===== config.mk =====
export PLATFORM = sky130hd
export DESIGN_NAME = sfir_merge
export DESIGN_NICKNAME = d
export VERILOG_FILES = /design/src/rtl/sfir_pkg.sv /design/src/rtl/sfir_merge.sv
export SDC_FILE = /design/constraint.sdc
export NUM_CORES = 1
export LEC_CHECK = 0
export ABC_AREA = 1
export ABC_CLOCK_PERIOD_IN_PS = 800
export BUFFER_PORTS_ARGS = -buffer_cell sky130_fd_sc_hd__buf_4
export CAP_MARGIN = 10
export CORE_UTILIZATION = 40
export DETAILED_ROUTE_END_ITERATION = 12
export PLACE_DENSITY = 0.75
export REMOVE_ABC_BUFFERS = 1
export SKIP_CTS_REPAIR_TIMING = 1
export SYNTH_ARGS = -nofsm -noshare
export SYNTH_HDL_FRONTEND = slang
export SYNTH_SLANG_ARGS = --single-unit
export TNS_END_PERCENT = 50

===== constraint.sdc =====
create_clock -name clk_i -period 0.8 [get_ports clk_i]
set_input_delay 0.04 -clock clk_i [delete_from_list [all_inputs] [get_ports clk_i]]
set_output_delay 0.04 -clock clk_i [all_outputs]
set_load 0.05 [all_outputs]

===== src/rtl/sfir_pkg.sv =====
// ----------------------------------------------------------------------------
// sfir_pkg: shared types and coefficient tables
// Coefficient ROMs (signed Q1.17), lane control struct and default parameters
// for the stereo switchable FIR.
// ----------------------------------------------------------------------------
package sfir_pkg;

  // default configuration
  localparam int MAX_TAPS_DEF     = 21;
  localparam int LOWPASS_TAPS_DEF = 20;
  localparam int COEF_WIDTH_DEF   = 18;
  localparam int SAMPLE_WIDTH_DEF = 24;

  // coefficient rom geometry
  localparam int ROM_WIDTH = 18;
  localparam int LP_LEN    = 20;
  localparam int HP_LEN    = 21;
  localparam int ROM_IDX_W = 5;

  // bit positions in the switch word
  localparam int KIND_LP_BIT = 0;
  localparam int KIND_HP_BIT = 1;

  // per-cycle commands from the sequencer to both lanes
  typedef struct packed {
    logic push;     // shift the new sample into the delay line
    logic clear;    // clear the accumulator
    logic issue;    // read one tap and multiply
    logic lowpass;  // select the low-pass table
    logic finish;   // truncate toward zero, saturate and capture the lane result
    logic bypass;   // capture the newest sample instead of the sum
  } sfir_ctrl_t;

  // low-pass taps, Q1.17
  function automatic logic signed [ROM_WIDTH-1:0] lp_coef(input logic [ROM_IDX_W-1:0] idx);
    logic signed [ROM_WIDTH-1:0] c;
    case (idx)
      5'd0:    c = -18'sd2218;
      5'd1:    c = 18'sd6611;
      5'd2:    c = 18'sd5159;
      5'd3:    c = 18'sd5690;
      5'd4:    c = 18'sd6734;
      5'd5:    c = 18'sd7841;
      5'd6:    c = 18'sd8846;
      5'd7:    c = 18'sd9672;
      5'd8:    c = 18'sd10256;
      5'd9:    c = 18'sd10555;
      5'd10:   c = 18'sd10555;
      5'd11:   c = 18'sd10256;
      5'd12:   c = 18'sd9672;
      5'd13:   c = 18'sd8846;
      5'd14:   c = 18'sd7841;
      5'd15:   c = 18'sd6734;
      5'd16:   c = 18'sd5690;
      5'd17:   c = 18'sd5159;
      5'd18:   c = 18'sd6611;
      5'd19:   c = -18'sd2218;
      default: c = '0;
    endcase
    return c;
  endfunction

  // high-pass taps, Q1.17
  function automatic logic signed [ROM_WIDTH-1:0] hp_coef(input logic [ROM_IDX_W-1:0] idx);
    logic signed [ROM_WIDTH-1:0] c;
    case (idx)
      5'd0:    c = -18'sd5167;
      5'd1:    c = -18'sd777;
      5'd2:    c = 18'sd1876;
      5'd3:    c = 18'sd5333;
      5'd4:    c = 18'sd7553;
      5'd5:    c = 18'sd6349;
      5'd6:    c = 18'sd570;
      5'd7:    c = -18'sd9087;
      5'd8:    c = -18'sd20026;
      5'd9:    c = -18'sd28670;
      5'd10:   c = 18'sd99118;
      5'd11:   c = -18'sd28670;
      5'd12:   c = -18'sd20026;
      5'd13:   c = -18'sd9087;
      5'd14:   c = 18'sd570;
      5'd15:   c = 18'sd6349;
      5'd16:   c = 18'sd7553;
      5'd17:   c = 18'sd5333;
      5'd18:   c = 18'sd1876;
      5'd19:   c = -18'sd777;
      5'd20:   c = -18'sd5167;
      default: c = '0;
    endcase
    return c;
  endfunction

endpackage


===== src/rtl/sfir_merge.sv =====
// ----------------------------------------------------------------------------
// sfir_merge: output stage
// Joins the two lane results into one stereo transaction and holds it in the
// output register until the receiver takes it.
// ----------------------------------------------------------------------------
module sfir_merge
  import sfir_pkg::*;
#(
  parameter int SAMPLE_WIDTH = SAMPLE_WIDTH_DEF
) (
  input  logic                           clk_i,
  input  logic                           rst_ni,
  input  logic                           load_i,
  input  logic signed [SAMPLE_WIDTH-1:0] left_i,
  input  logic signed [SAMPLE_WIDTH-1:0] right_i,
  output logic                           free_o,
  output logic                           out_valid_o,
  input  logic                           out_ready_i,
  output logic signed [SAMPLE_WIDTH-1:0] out_left_o,
  output logic signed [SAMPLE_WIDTH-1:0] out_right_o
);

  logic                           valid_q;
  logic signed [SAMPLE_WIDTH-1:0] left_q, right_q;

  // register is free when empty or being emptied this cycle
  assign free_o = !valid_q || out_ready_i;

  always_ff @(posedge clk_i or negedge rst_ni) begin
    if (!rst_ni) begin
      valid_q <= 1'b0;
    end else if (load_i) begin
      valid_q <= 1'b1;
    end else if (out_ready_i) begin
      valid_q <= 1'b0;
    end
  end

  // payload
  always_ff @(posedge clk_i) begin
    if (load_i) begin
      left_q  <= left_i;
      right_q <= right_i;
    end
  end

  assign out_valid_o = valid_q;
  assign out_left_o  = left_q;
  assign out_right_o = right_q;

endmodule


==> results_dict.tcl, run 1 <==
set metrics [dict create \
    run_status "finished, violations left" \
    violations "setup timing" \
    ir_drop_mv 2.17 \
    hold_class "in2async" \
    layout_common_cells "buf_4 (53), dlygate4sd3_1 (49), edfxtp_1 (48), buf_6 (48), clkbuf_8 (5)" \
    cts_inserted_buffers 5 \
    crit_path_max_fanout 1 \
    worst_r2r_endpoint "out_valid_o" \
    fill_cells 113 \
    die_w_um 63.0 \
    pwr-share-clk 0.260 \
    num_rows 21 \
    p_sw_frac 0.283 \
    layout_commonest_cell "buf_4" \
    n_antenna_cell 0 \
    cp_top_family "flip-flops" \
    dp_hpwl_um 2290 \
    cts_num_sinks 49 \
    critPathLaunchType "register" \
    cp_slowest_cell "edfxtp_1" \
    r2r-start "out_valid_o" \
    dpl_cell_area_sq_mm 0.00234 \
    seqPwrFrac 0.485 \
    finalPower_w 0.00650 \
    clkTransAtPathRegs_ps 90 \
    skew_ps 0 \
    cts_tree "done" \
    r2r_cells 3 \
    fin_hold_ws_ps 97.0 \
    ys_types 4 \
    io_buffer_count 101 \
    p_comb_frac 0.255 \
    drc 0 \
    antenna_left 0 \
    start_util 0.432 \
    fmax_ghz 1.05 \
    syn_to_final_growth_pct 111 \
    root_buffer "clkbuf_8" \
    synth.avg_cell_area_sq_um 28.0 \
    track_usage 0.151 \
    clkLatencyLatePin_ps 280 \
    path_class "reg2out" \
    critPathBufInv 1 \
    grt_pass1_vias 894 \
    wl_per_cell_um 19.0 \
    p_int_w 0.00466 \
    total_leakage_power_nw 1.33 \
    coreArea_sq_mm 0.00344 \
    synth_seq_cells 49 \
    die_h_um 63.0 \
    final_nets 265 \
    slew_viol_final 0 \
    fin_ws_ps -151 \
    crit_arrival_ps 910 \
    setup_viol 50 \
    slew_headroom 0.908 \
    ios 102 \
    cp-end-kind "output port" \
    cp.required_ps 760 \
    grt_pass1_wl_um 4270 \
    netlist_instances 53 \
    final_area_sq_mm 0.00313 \
    period_minus_slack_ps 951 \
    wirelength_um 4920 \
    antenna_found_initial 0 \
    grt_setup_unrepaired "true" \
    synth.yosys.seq_area_share 0.987 \
    ys_warn_count 0 \
    synthesis.area_sq_mm 0.00149 \
    cpPeakStageDelay_ps 430 \
    drive_gt1_frac 0.531 \
    finalCritPeriodShare 1.19 \
    worst_pin_slew_ps 138 \
    p_per_area_mw_per_mm2 2080 \
    finalHoldViolCount 0 \
    crit_chain "buf_6" \
    vias 1151 \
    cts_max_path_buffers 2 \
    firstDrtPassIters 4 \
    drtIter0Drc 51 \
    gp_congestion 0.755 \
    vias_per_cell 4.44 \
    r2r_setup_slack_ps 80 \
    grt_max_degree 27 \
    maxCapViolCount 0 \
    cts_htree_levels 2 \
    grt_overflow_total 0 \
    p_sw_w 0.00184 \
    dieArea_sq_mm 0.00396 \
]
-- power groups by stage --
stage	sequential, W	combinational (W)	clock [W]
6_report	0.00316	0.00166	0.00169
3_3_place_gp	0.00315	0.00129	0
4_1_cts	0.00310	0.00130	0.00166
5_1_grt	0.00317	0.00170	0.00181
3_5_place_dp	0.00316	0.00130	0
2_1_floorplan	0.00387	0.0000206	0
-- per-stage QoR --
step	std cells	worst slack (ps)	util	TNS, ps
finish	259	-151	0.910	-5210
global route	259	-193	0.910	-6760
CTS	209	-207	0.711	-5390
detailed placement	202	116	0.680	0
global placement	202	128	0.680	0
floorplan	53	-291	-	-447
-- final cells by class --
type                            instances  area [sq um]  area share
Timing Repair Buffer                  153          1480       0.474
Sequential cell                        49          1470       0.468
Clock buffer                            5          68.8      0.0220
Tap cell                               46          57.6      0.0184
Clock inverter                          2          35.0      0.0112
Multi-Input combinational cell          2          12.5     0.00400
Inverter                                2          7.51     0.00240
-- flip-flops by register name, summed over array words and instances, names as in the netlist --
register and cells:
out_valid_o 1, out_left_o 24, out_right_o 24
-- metal layers --
layer	share of wire	global-route usage	up-vias
li1	-	-	524
met1	0.40	0.180	549
met2	0.51	0.245	74
met3	0.078	0.0675	4
met4	0.0075	0.0436	0
met5	0	0	-
-- worst max path at each step --
stage / slack, ps / endpoint / cells past startpoint / start
floorplan: -290 / out_valid_o / 2 / out_valid_o
global placement: 130 / free_o / 2 / out_valid_o
detailed placement: 120 / free_o / 2 / out_valid_o
CTS: -210 / free_o / 2 / out_valid_o
global route: -190 / free_o / 2 / out_valid_o
finish: -150 / out_left_o[12] / 1 / out_left_o[12]
-- cells by family (layout without fill, tap and decap cells) --
kind of cell	Yosys count	in the layout	synth area share
buffers and inverters	2	162	0.00505
flip-flops	49	49	0.987
AND/OR/NAND/NOR	2	2	0.00842
-- synth_stat cells, drive strengths merged --
library cell	count	area (sq um)
inv	2	7.51
dfrtp	1	25.0
edfxtp	48	1440
nand2	2	12.5
Power figures use the tool's default switching activity.
==> run 2: changes to the inputs <==
--- a/config.mk
+++ b/config.mk
@@ -6,7 +6,7 @@
 export NUM_CORES = 1
 export LEC_CHECK = 0
 export ABC_AREA = 1
-export ABC_CLOCK_PERIOD_IN_PS = 800
+export ABC_CLOCK_PERIOD_IN_PS = 1050
 export BUFFER_PORTS_ARGS = -buffer_cell sky130_fd_sc_hd__buf_4
 export CAP_MARGIN = 10
 export CORE_UTILIZATION = 40
==> constraint.sdc (replaced) <==
create_clock -name clk_i -period 1.05 [get_ports clk_i]
set_input_delay 0.0525 -clock clk_i [delete_from_list [all_inputs] [get_ports clk_i]]
set_output_delay 0.0525 -clock clk_i [all_outputs]
set_load 0.05 [all_outputs]
==> results_dict.tcl, run 2 (synthesis gave the netlist of run 1 again) <==
set metrics [dict create \
    skew_ps 0 \
    antenna_left 0 \
    maxCapViolCount 0 \
    n_antenna_cell 0 \
    p_sw_w 0.00141 \
    cp_slowest_cell "edfxtp_1" \
    antenna_found_initial 0 \
    drtIter0Drc 57 \
    track_usage 0.170 \
    finalHoldViolCount 0 \
    layout_common_cells "buf_4 (100), dlygate4sd3_1 (49), edfxtp_1 (48)" \
    p_comb_frac 0.236 \
    p_int_w 0.00347 \
    ir_drop_mv 1.26 \
    total_leakage_power_nw 1.25 \
    cp.required_ps 1000 \
    pwr-share-clk 0.276 \
    finalCritPeriodShare 0.953 \
    cts_num_sinks 49 \
    grt_pass1_vias 943 \
    ios 102 \
    p_sw_frac 0.289 \
    vias 1185 \
    start_util 0.432 \
    cts_htree_levels 2 \
    run_status "finished clean" \
    crit_path_max_fanout 1 \
    fill_cells 157 \
    io_buffer_count 101 \
    critPathLaunchType "register" \
    coreArea_sq_mm 0.00344 \
    dieArea_sq_mm 0.00396 \
    seqPwrFrac 0.488 \
    die_w_um 63.0 \
    critPathBufInv 1 \
    wl_per_cell_um 18.7 \
    cts_tree "done" \
    grt_pass1_wl_um 4840 \
    syn_to_final_growth_pct 97.2 \
    gp_congestion 0.790 \
    grt_max_degree 50 \
    cp_top_family "flip-flops" \
    firstDrtPassIters 4 \
    vias_per_cell 4.59 \
    clkLatencyLatePin_ps 290 \
    num_rows 21 \
    clkTransAtPathRegs_ps 100 \
    slew_viol_final 0 \
    setup_viol 0 \
    die_h_um 63.0 \
    slew_headroom 0.833 \
    hold_class "in2reg" \
    fin_hold_ws_ps 21.0 \
    crit_arrival_ps 950 \
    p_per_area_mw_per_mm2 1660 \
    layout_commonest_cell "buf_4" \
    crit_chain "buf_4" \
    drive_gt1_frac 0.528 \
    fmax_ghz 0.999 \
    final_nets 263 \
    worst_pin_slew_ps 251 \
    grt_setup_unrepaired "false" \
    cts_max_path_buffers 2 \
    fin_util 0.852 \
    cts_inserted_buffers 5 \
    root_buffer "clkbuf_8" \
    grt_overflow_total 0 \
    cpPeakStageDelay_ps 430 \
    wirelength_um 4830 \
    path_class "reg2out" \
    period_minus_slack_ps 1000 \
    drc 0 \
    register_area_sq_mm 0.00147 \
    multi_input_area_sq_um 12.5 \
    cp-end-kind "output port" \
]
## run 2: changes by cell type in the layout (fill, tap and decap cells not counted), sizes merged
cell      change
buf           -2
clkinvlp      +1
## run 2: layout make-up
class | count | share of cell area
inverter | 2 | 0.00256
sequential | 49 | 0.500
clock buffer | 5 | 0.0235
clock inverter | 3 | 0.0158
multi-input combinational | 2 | 0.00427
timing repair buffer | 151 | 0.434
tap | 46 | 0.0196
## run 2: power by group through the flow
stage / registers, W / clock network (W) / logic (W)
2_1_floorplan: 0.00295 / 0 / 0.0000157
3_3_place_gp: 0.00240 / 0 / 0.000970
3_5_place_dp: 0.00241 / 0 / 0.000982
4_1_cts: 0.00236 / 0.00134 / 0.000983
5_1_grt: 0.00239 / 0.00145 / 0.00118
6_report: 0.00238 / 0.00134 / 0.00115
## run 2: worst paths after layout
kind	from	to	slack [ps]	depth (start not counted)
worst min-delay path	out_ready_i	out_valid_o	20	4
worst max-delay path	out_right_o[20]	out_right_o[20]	50	1
max in group asynchronous	rst_ni	out_valid_o	880	2
worst max register to register	out_valid_o	out_valid_o	410	2
worst min register to register	out_valid_o	out_valid_o	530	2
min in group asynchronous	rst_ni	out_valid_o	90	2
## run 2: layer usage
layer  track usage  up-vias  share of wire
met2         0.297       85           0.53
met5             0        -              0
met4        0.0436        0          0.011
met3        0.0693        6          0.073
li1              -      522              -
met1         0.192      572           0.38
## run 2: stage by stage
step                      power [W]  TNS (ps)  instance area [sq um]  setup WS [ps]  cells
final                       0.00487         0                   2930           49.2    258
after global routing        0.00502         0                   2930           5.27    258
after CTS                   0.00468         0                   2440           17.0    209
after detailed placement    0.00339         0                   2320            320    201
after global placement      0.00337         0                   2320            333    201
after floorplan             0.00296     -41.2                   1490          -41.2     53
