[src/rtl/sfir_pkg.sv]
// ----------------------------------------------------------------------------
// sfir_pkg: shared types and coefficient tables
// Coefficient ROMs (signed Q1.17), lane control struct and default parameters
// for the stereo switchable FIR.
// ----------------------------------------------------------------------------
package sfir_pkg;

  // default configuration
  localparam int MAX_TAPS_DEF     = 21;
  localparam int LOWPASS_TAPS_DEF = 20;
  localparam int COEF_WIDTH_DEF   = 18;
  localparam int SAMPLE_WIDTH_DEF = 24;

  // coefficient rom geometry
  localparam int ROM_WIDTH = 18;
  localparam int LP_LEN    = 20;
  localparam int HP_LEN    = 21;
  localparam int ROM_IDX_W = 5;

  // bit positions in the switch word
  localparam int KIND_LP_BIT = 0;
  localparam int KIND_HP_BIT = 1;

  // per-cycle commands from the sequencer to both lanes
  typedef struct packed {
    logic push;     // shift the new sample into the delay line
    logic clear;    // clear the accumulator
    logic issue;    // read one tap and multiply
    logic lowpass;  // select the low-pass table
    logic finish;   // truncate toward zero, saturate and capture the lane result
    logic bypass;   // capture the newest sample instead of the sum
  } sfir_ctrl_t;

  // low-pass taps, Q1.17
  function automatic logic signed [ROM_WIDTH-1:0] lp_coef(input logic [ROM_IDX_W-1:0] idx);
    logic signed [ROM_WIDTH-1:0] c;
    case (idx)
      5'd0:    c = -18'sd2218;
      5'd1:    c = 18'sd6611;
      5'd2:    c = 18'sd5159;
      5'd3:    c = 18'sd5690;
      5'd4:    c = 18'sd6734;
      5'd5:    c = 18'sd7841;
      5'd6:    c = 18'sd8846;
      5'd7:    c = 18'sd9672;
      5'd8:    c = 18'sd10256;
      5'd9:    c = 18'sd10555;
      5'd10:   c = 18'sd10555;
      5'd11:   c = 18'sd10256;
      5'd12:   c = 18'sd9672;
      5'd13:   c = 18'sd8846;
      5'd14:   c = 18'sd7841;
      5'd15:   c = 18'sd6734;
      5'd16:   c = 18'sd5690;
      5'd17:   c = 18'sd5159;
      5'd18:   c = 18'sd6611;
      5'd19:   c = -18'sd2218;
      default: c = '0;
    endcase
    return c;
  endfunction

  // high-pass taps, Q1.17
  function automatic logic signed [ROM_WIDTH-1:0] hp_coef(input logic [ROM_IDX_W-1:0] idx);
    logic signed [ROM_WIDTH-1:0] c;
    case (idx)
      5'd0:    c = -18'sd5167;
      5'd1:    c = -18'sd777;
      5'd2:    c = 18'sd1876;
      5'd3:    c = 18'sd5333;
      5'd4:    c = 18'sd7553;
      5'd5:    c = 18'sd6349;
      5'd6:    c = 18'sd570;
      5'd7:    c = -18'sd9087;
      5'd8:    c = -18'sd20026;
      5'd9:    c = -18'sd28670;
      5'd10:   c = 18'sd99118;
      5'd11:   c = -18'sd28670;
      5'd12:   c = -18'sd20026;
      5'd13:   c = -18'sd9087;
      5'd14:   c = 18'sd570;
      5'd15:   c = 18'sd6349;
      5'd16:   c = 18'sd7553;
      5'd17:   c = 18'sd5333;
      5'd18:   c = 18'sd1876;
      5'd19:   c = -18'sd777;
      5'd20:   c = -18'sd5167;
      default: c = '0;
    endcase
    return c;
  endfunction

endpackage

[src/rtl/sfir_lane.sv]
// ----------------------------------------------------------------------------
// sfir_lane: one channel of the filter
// Delay line, coefficient lookup, one multiplier and a saturating
// accumulator, followed by truncation toward zero and output saturation.
// ----------------------------------------------------------------------------
module sfir_lane
  import sfir_pkg::*;
#(
  parameter int MAX_TAPS     = MAX_TAPS_DEF,
  parameter int COEF_WIDTH   = COEF_WIDTH_DEF,
  parameter int SAMPLE_WIDTH = SAMPLE_WIDTH_DEF,
  localparam int TapW        = $clog2(MAX_TAPS)
) (
  input  logic                           clk_i,
  input  logic                           rst_ni,
  input  sfir_ctrl_t                     ctrl_i,
  input  logic [TapW-1:0]                tap_idx_i,
  input  logic signed [SAMPLE_WIDTH-1:0] sample_i,
  output logic signed [SAMPLE_WIDTH-1:0] result_o
);

  localparam int PW     = COEF_WIDTH + SAMPLE_WIDTH;
  localparam int AccRaw = PW + TapW + 1;
  localparam int AccW   = (AccRaw > 64) ? 64 : AccRaw;
  localparam int FracW  = COEF_WIDTH - 1;
  localparam int QW     = AccW - FracW;
  localparam logic [AccW-1:0] BiasMask = {{(AccW-FracW){1'b0}}, {FracW{1'b1}}};
  localparam logic signed [QW-1:0] SatMax = {{(QW-SAMPLE_WIDTH+1){1'b0}},
                                             {(SAMPLE_WIDTH-1){1'b1}}};
  localparam logic signed [QW-1:0] SatMin = ~SatMax;

  logic signed [SAMPLE_WIDTH-1:0] hist_q [MAX_TAPS];
  logic [ROM_IDX_W-1:0]           rom_idx;
  logic signed [ROM_WIDTH-1:0]    rom_q;
  logic signed [COEF_WIDTH-1:0]   coef;
  logic signed [PW-1:0]           prod_d, prod_q;
  logic                           prod_v_q;
  logic signed [AccW-1:0]         acc_d, acc_q;
  logic signed [AccW:0]           sum;
  logic signed [AccW-1:0]         biased;
  logic signed [QW-1:0]           quot;
  logic signed [SAMPLE_WIDTH-1:0] sat_val;
  logic signed [SAMPLE_WIDTH-1:0] result_d, result_q;

  // delay line, newest sample at position 0
  always_ff @(posedge clk_i or negedge rst_ni) begin
    if (!rst_ni) begin
      for (int i = 0; i < MAX_TAPS; i++) hist_q[i] <= '0;
    end else if (ctrl_i.push) begin
      hist_q[0] <= sample_i;
      for (int i = 1; i < MAX_TAPS; i++) hist_q[i] <= hist_q[i-1];
    end
  end

  // coefficient lookup
  assign rom_idx = ROM_IDX_W'(32'(tap_idx_i));
  assign rom_q   = ctrl_i.lowpass ? lp_coef(rom_idx) : hp_coef(rom_idx);

  // rescale Q1.17 to the configured coefficient width
  if (COEF_WIDTH >= ROM_WIDTH) begin : g_scale_up
    assign coef = COEF_WIDTH'(rom_q) <<< (COEF_WIDTH - ROM_WIDTH);
  end else begin : g_scale_dn
    localparam logic signed [ROM_WIDTH-1:0] RomDiv = ROM_WIDTH'(1) <<< (ROM_WIDTH - COEF_WIDTH);
    assign coef = COEF_WIDTH'(rom_q / RomDiv);
  end

  // multiply stage
  assign prod_d = PW'(coef) * PW'(hist_q[tap_idx_i]);

  always_ff @(posedge clk_i or negedge rst_ni) begin
    if (!rst_ni) begin
      prod_v_q <= 1'b0;
    end else begin
      prod_v_q <= ctrl_i.issue;
    end
  end

  always_ff @(posedge clk_i) begin
    if (ctrl_i.issue) begin
      prod_q <= prod_d;
    end
  end

  // saturating accumulate
  assign sum = (AccW+1)'(acc_q) + (AccW+1)'(prod_q);

  always_comb begin
    acc_d = acc_q;
    if (ctrl_i.clear) begin
      acc_d = '0;
    end else if (prod_v_q) begin
      if (sum[AccW] != sum[AccW-1]) begin
        acc_d = sum[AccW] ? {1'b1, {(AccW-1){1'b0}}} : {1'b0, {(AccW-1){1'b1}}};
      end else begin
        acc_d = sum[AccW-1:0];
      end
    end
  end

  always_ff @(posedge clk_i or negedge rst_ni) begin
    if (!rst_ni) begin
      acc_q <= '0;
    end else begin
      acc_q <= acc_d;
    end
  end

  // truncate toward zero, then clamp to the sample range
  assign biased = acc_q + (acc_q[AccW-1] ? $signed(BiasMask) : $signed({AccW{1'b0}}));
  assign quot   = QW'(biased >>> FracW);

  always_comb begin
    if (quot > SatMax) begin
      sat_val = SatMax[SAMPLE_WIDTH-1:0];
    end else if (quot < SatMin) begin
      sat_val = SatMin[SAMPLE_WIDTH-1:0];
    end else begin
      sat_val = quot[SAMPLE_WIDTH-1:0];
    end
  end

  // lane result
  assign result_d = ctrl_i.bypass ? hist_q[0] : sat_val;

  always_ff @(posedge clk_i) begin
    if (ctrl_i.finish) begin
      result_q <= result_d;
    end
  end

  assign result_o = result_q;

endmodule

[config.mk]
export PLATFORM = sky130hd
export DESIGN_NAME = sfir_lane
export DESIGN_NICKNAME = d
export VERILOG_FILES = /design/src/rtl/sfir_pkg.sv /design/src/rtl/sfir_lane.sv
export SDC_FILE = /design/constraint.sdc
export NUM_CORES = 2
export LEC_CHECK = 0
export ABC_AREA = 1
export BUFFER_PORTS_ARGS = -buffer_cell sky130_fd_sc_hd__buf_2
export CAP_MARGIN = 30
export CORE_UTILIZATION = 67
export CTS_BUF_LIST = sky130_fd_sc_hd__clkbuf_4 sky130_fd_sc_hd__clkbuf_8
export CTS_CLUSTER_SIZE = 30
export DETAILED_ROUTE_END_ITERATION = 8
export PLACE_DENSITY = 0.94
export SYNTH_ARGS = -nofsm -noshare
export SYNTH_HDL_FRONTEND = slang
export SYNTH_SLANG_ARGS = --single-unit
[constraint.sdc]
create_clock -name clk_i -period 6.85 [get_ports clk_i]
set_input_delay 0 -clock clk_i [delete_from_list [all_inputs] [get_ports clk_i]]
set_output_delay 0 -clock clk_i [all_outputs]
set_load 0.03 [all_outputs]
==> impl_metrics.ini, run 1 <==
[logic_synthesis]
synth.distinct_cells = 62
ys.flop_type = dfrtp_1
synth_fp_nets = 6791
ys_top_cells_by_area = dfrtp_1 (29%), fa_1 (17%), nand2_1 (9.9%)
synth_cells = 6155
netlist_area_um2 = 48500
ys_ff_latch = 619
yosysTopAreaCell = dfrtp_1
synth_edf_count = 66
async_reset_ff_share_pct = 89.3
synth_top_area_share_pct = 28.5
yosysSeqAreaShare_pct = 32.6
avgSynthCellArea_um2 = 7.89
synth_warnings = 0

[die]
start_util_pct = 67.8
fp.dieW_um = 271
io_pins = 61
die_h_um = 271
core.rowCount = 98

[cts]
numCtsBuffers = 96
cts-root-buf = clkbuf_8
cts_num_sinks = 619
clockBufferDepth = 3
cts_max_level = 3

[status]
lastStage = global routing
error_line = [ERROR GRT-0116] Global routing finished with congestion. Check the congestion regions in the DRC Viewer.
status = did not finish

[placed_design]
pre_cts_slack_ns = -0.524
gp_congestion = 1.09
placed_cell_area_um2 = 52300
dp_hpwl_mm = 113
io_buffers = 60

[grt]
grt_first_pass_wirelength_mm = 369
grt_usage_pct = 67.2
grt_pass1_vias = 60200
grt-ovfl-total = 137
grt_start_max_net_pins = 297
==> cells by family after synthesis <==
group | count (synthesis) | synth area share [%]
buffers and inverters | 1331 | 10.9
DFF | 619 | 32.6
and+or+nand+nor | 2135 | 17.5
AOI/OAI and AO/OA | 1369 | 15.0
muxes | 22 | 0.510
adders and majority gates | 599 | 22.0
xor gates and xnor gates | 80 | 1.44
==> synth_stat cells, types with 6 or more instances <==
cell,number
a21o_1,7
buf_6,19
o21bai_1,13
nand3_1,158
o21a_1,14
nand4_1,31
buf_1,13
o211ai_1,28
nor3_1,16
nor4_1,8
xnor2_1,40
buf_4,13
nand3b_1,6
nand2_2,12
fa_1,424
buf_2,91
xor2_1,40
edfxtp_1,66
o21ai_1,23
ha_1,175
a21boi_0,7
nor2_2,8
a31oi_1,10
clkbuf_1,147
o221ai_1,12
mux2_2,22
o22ai_1,52
a21oi_1,576
inv_1,1023
dfrtp_1,553
o21ai_0,600
nand2_1,1275
inv_2,19
nor2_1,604
==> through the flow <==
stage / TNS [ns] / utilization [%] / instances
after floorplan: 0 / - / 6155
after global placement: -1.79 / 73.0 / 7306
after detailed placement: -9.62 / 73.0 / 7306
after CTS: -0.00546 / 77.8 / 7539
==> per-layer routing <==
layer | GRT overflow | GRT usage (%)
met5 | 0 | 29.3
met4 | 52 | 62.5
met1 | 1 | 66.4
met2 | 77 | 82.2
met3 | 7 | 56.6
==> repair_timing <==
| item | CTS |
|---|---|
| gates resized for setup | 190 |
| pin swaps | 49 |
| endpoints found under the setup margin | 30 |
| setup buffers | 6 |
| hold endpoints to repair | 285 |
| hold buffers | 58 |
==> run 2, diff against run 1 <==
- CORE_UTILIZATION: 67 -> 40
- CTS_BUF_LIST: sky130_fd_sc_hd__clkbuf_4 sky130_fd_sc_hd__clkbuf_8 -> unset
- CTS_CLUSTER_SIZE: 30 -> unset
- PLACE_DENSITY: 0.94 -> unset
- PLACE_DENSITY_LB_ADDON: unset -> 0.15
==> run 2 against run 1 <==
The run now ends clean. Synthesized cell count is the same. Synthesized area stayed put.
==> impl_metrics.ini, run 2 <==
[cells_and_area]
fillers = 11800
layout_common_cells = nand2_1 (1238), inv_1 (970), buf_4 (567)
drive_gt1_share_pct = 17.8
n_antenna_cell = 0
utilization_pct = 49.2
largest_reg_flops = 504
regMostFlops = hist_q
reg_top3 = hist_q x504, acc_q x48, prod_q x42
syn2layout_area_growth_pct = 21.8
final_nets = 7313
final_common_cell = nand2_1
stdcell_count = 8343

[worst_setup_path]
r2r_end = prod_q[39]
crit_cells = 30
crit_fanout = 8
cp_slowest_cell = fa_2
r2r_start = hist_q[420]
regToRegSetupSlack_ns = 0.24
cp_common_cell = fa_1
start_kind = register
crit_arrival_ns = 7.00
critPathKind = register to register
reg2reg_depth = 30
worst-path-buf-inv = 9
required_ns = 7.23
critPathCaptureType = register
slowest_delay_ns = 0.65
cpLargestDelayFamily = adder cells

[status]
status = finished clean

[logic_synthesis]
synth_most_common_cell = nand2_1
netlist_area_um2 = 48500
synth_cells = 6155
yosysTopAreaCell = dfrtp_1
ys_top_cells_by_area = dfrtp_1 (29%), fa_1 (17%), nand2_1 (9.9%)
async_reset_ff_share_pct = 89.3
ys.flop_type = dfrtp_1
synth.distinct_cells = 62
synth_edf_count = 66
ys_ff_latch = 619
synth_common_cells = nand2_1 (1275), inv_1 (1023), nor2_1 (604), o21ai_0 (600), a21oi_1 (576)
synth_top_area_share_pct = 28.5
yosysSeqAreaShare_pct = 32.6
synth_fp_nets = 6791
synth_warnings = 0
avgSynthCellArea_um2 = 7.89

[die]
die-area_um2 = 123000
core.rowCount = 127
start_util_pct = 40.4
io_pins = 61
core_area_um2 = 120000
die_h_um = 350
fp.dieW_um = 350

[power_and_ir_drop]
power_w = 0.0352
p_seq_share_pct = 16.0
power_density_nw_per_um2 = 595
vdd_drop_max_mv = 0.793
p_sw_w = 0.0165
power_leakage_nw = 28.5
pwr-share-clk_pct = 11.2
internal-power_w = 0.0187
swShare_pct = 46.8
p_comb_share_pct = 72.8

[timing]
final-hold-violation-count = 0
relSlewSlack_pct = 25.2
fin_skew_ns = 0.0337
hold_ws_ns = 0.0220
period_share_pct = 96.6
setup_tns_ns = 0
tightest_slew_ns = 1.12
drv_slew = 0
rsz0062_at_grt = true
fmax_ghz = 0.151
period_needed_ns = 6.61
setup_viol = 0

[grt]
grt_start_max_net_pins = 254
grt_antenna_before_repair = 3
grt_usage_pct = 25.4
grt_first_pass_wirelength_mm = 241
grt-ovfl-total = 0
grt_pass1_vias = 41800

[detailed_routing]
vias = 42100
first_pass_iters = 6
wl_per_cell_um = 18.4
drtIter0Drc = 2965
vias_per_cell = 5.05
postRouteAntennaNets = 0
wl_mm = 154
route.detailed.drc = 0

[cts]
numCtsBuffers = 73
clk_latency_ns = 0.65
clockBufferDepth = 3
cts_tree = built
cts-root-buf = clkbuf_16
clk_pin_slew_worst_paths_ns = 0.06
cts_num_sinks = 619
cts_max_level = 3

[job]
drv_cap = 0

[min_path]
holdCritPathClass = input pin to async pin

[placed_design]
gp_congestion = 0.931
io_buffers = 60
dp_hpwl_mm = 119
dp.cells = 8156
[run 2: routing by layer]
layer / global-route usage, % / part of all wire, %
met5: 0 / 0.0085
met4: 8.11 / 3.2
met3: 3.92 / 5.5
met2: 39.2 / 44
met1: 36.4 / 47
[run 2: per-stage QoR]
stage / instance area (µm²) / worst slack [ns]
floorplan: 48500 / 0.00115
global placement: 54600 / -0.731
detailed placement: 54600 / -0.749
CTS: 57600 / 0.00303
global route: 59100 / -0.0699
finish: 59100 / 0.236
[run 2: how the worst max path moves through the flow]
| stage | from | to | slack, ns |
|---|---|---|---|
| finish | hist_q[420] | prod_q[39] | 0.24 |
| global route | hist_q[423] | prod_q[30] | -0.07 |
| CTS | hist_q[428] | prod_q[40] | 0.003 |
| detailed placement | tap_idx_i[1] | prod_q[40] | -0.75 |
| global placement | tap_idx_i[0] | prod_q[40] | -0.73 |
| floorplan | tap_idx_i[1] | prod_q[30] | 0.001 |
[run 2: cells by family after synthesis]
group | count (synthesis) | synth area share, %
flops | 619 | 32.6
buf+inv | 1331 | 10.9
mux | 22 | 0.510
compound gates | 1369 | 15.0
xor+xnor | 80 | 1.44
fa+ha+maj | 599 | 22.0
simple gates | 2135 | 17.5
[run 2: power groups by stage]
stage	sequential (W)	combinational [W]	clock [W]
global placement	0.00566	0.0208	0
floorplan	0.00539	0.0121	0
detailed placement	0.00566	0.0210	0
CTS	0.00561	0.0217	0.00405
global route	0.00570	0.0281	0.00418
finish	0.00563	0.0256	0.00394
[run 2: worst register-to-register path: cells and delay by family, from the launching register on]
kind	cells	cell delay [ns]
AOI/OAI and AO/OA	9	1.26
and+or+nand+nor	4	0.31
xor gates and xnor gates	1	0.07
DFF	1	0.34
adders and majority gates	7	3.42
buffers and inverters	9	0.97
[run 2: layout make-up]
type	instances	area [µm²]	share of cell area, %
clock inverter	20	256	0.434
inverter	1046	3960	6.70
sequential	619	15800	26.8
clock buffer	109	2170	3.68
tap	1612	2020	3.41
timing repair buffer	732	6100	10.3
multi-input combinational	4205	28800	48.7
[run 2: repair_timing]
item,in CTS,in global routing
pin swaps,8,157
hold buffers,30,0
gates cloned,0,0
resized for setup,63,404
endpoints found under the setup margin,26,28
setup buffers,2,30
hold endpoints to repair,297,0
(Power assumes the default switching activity.)
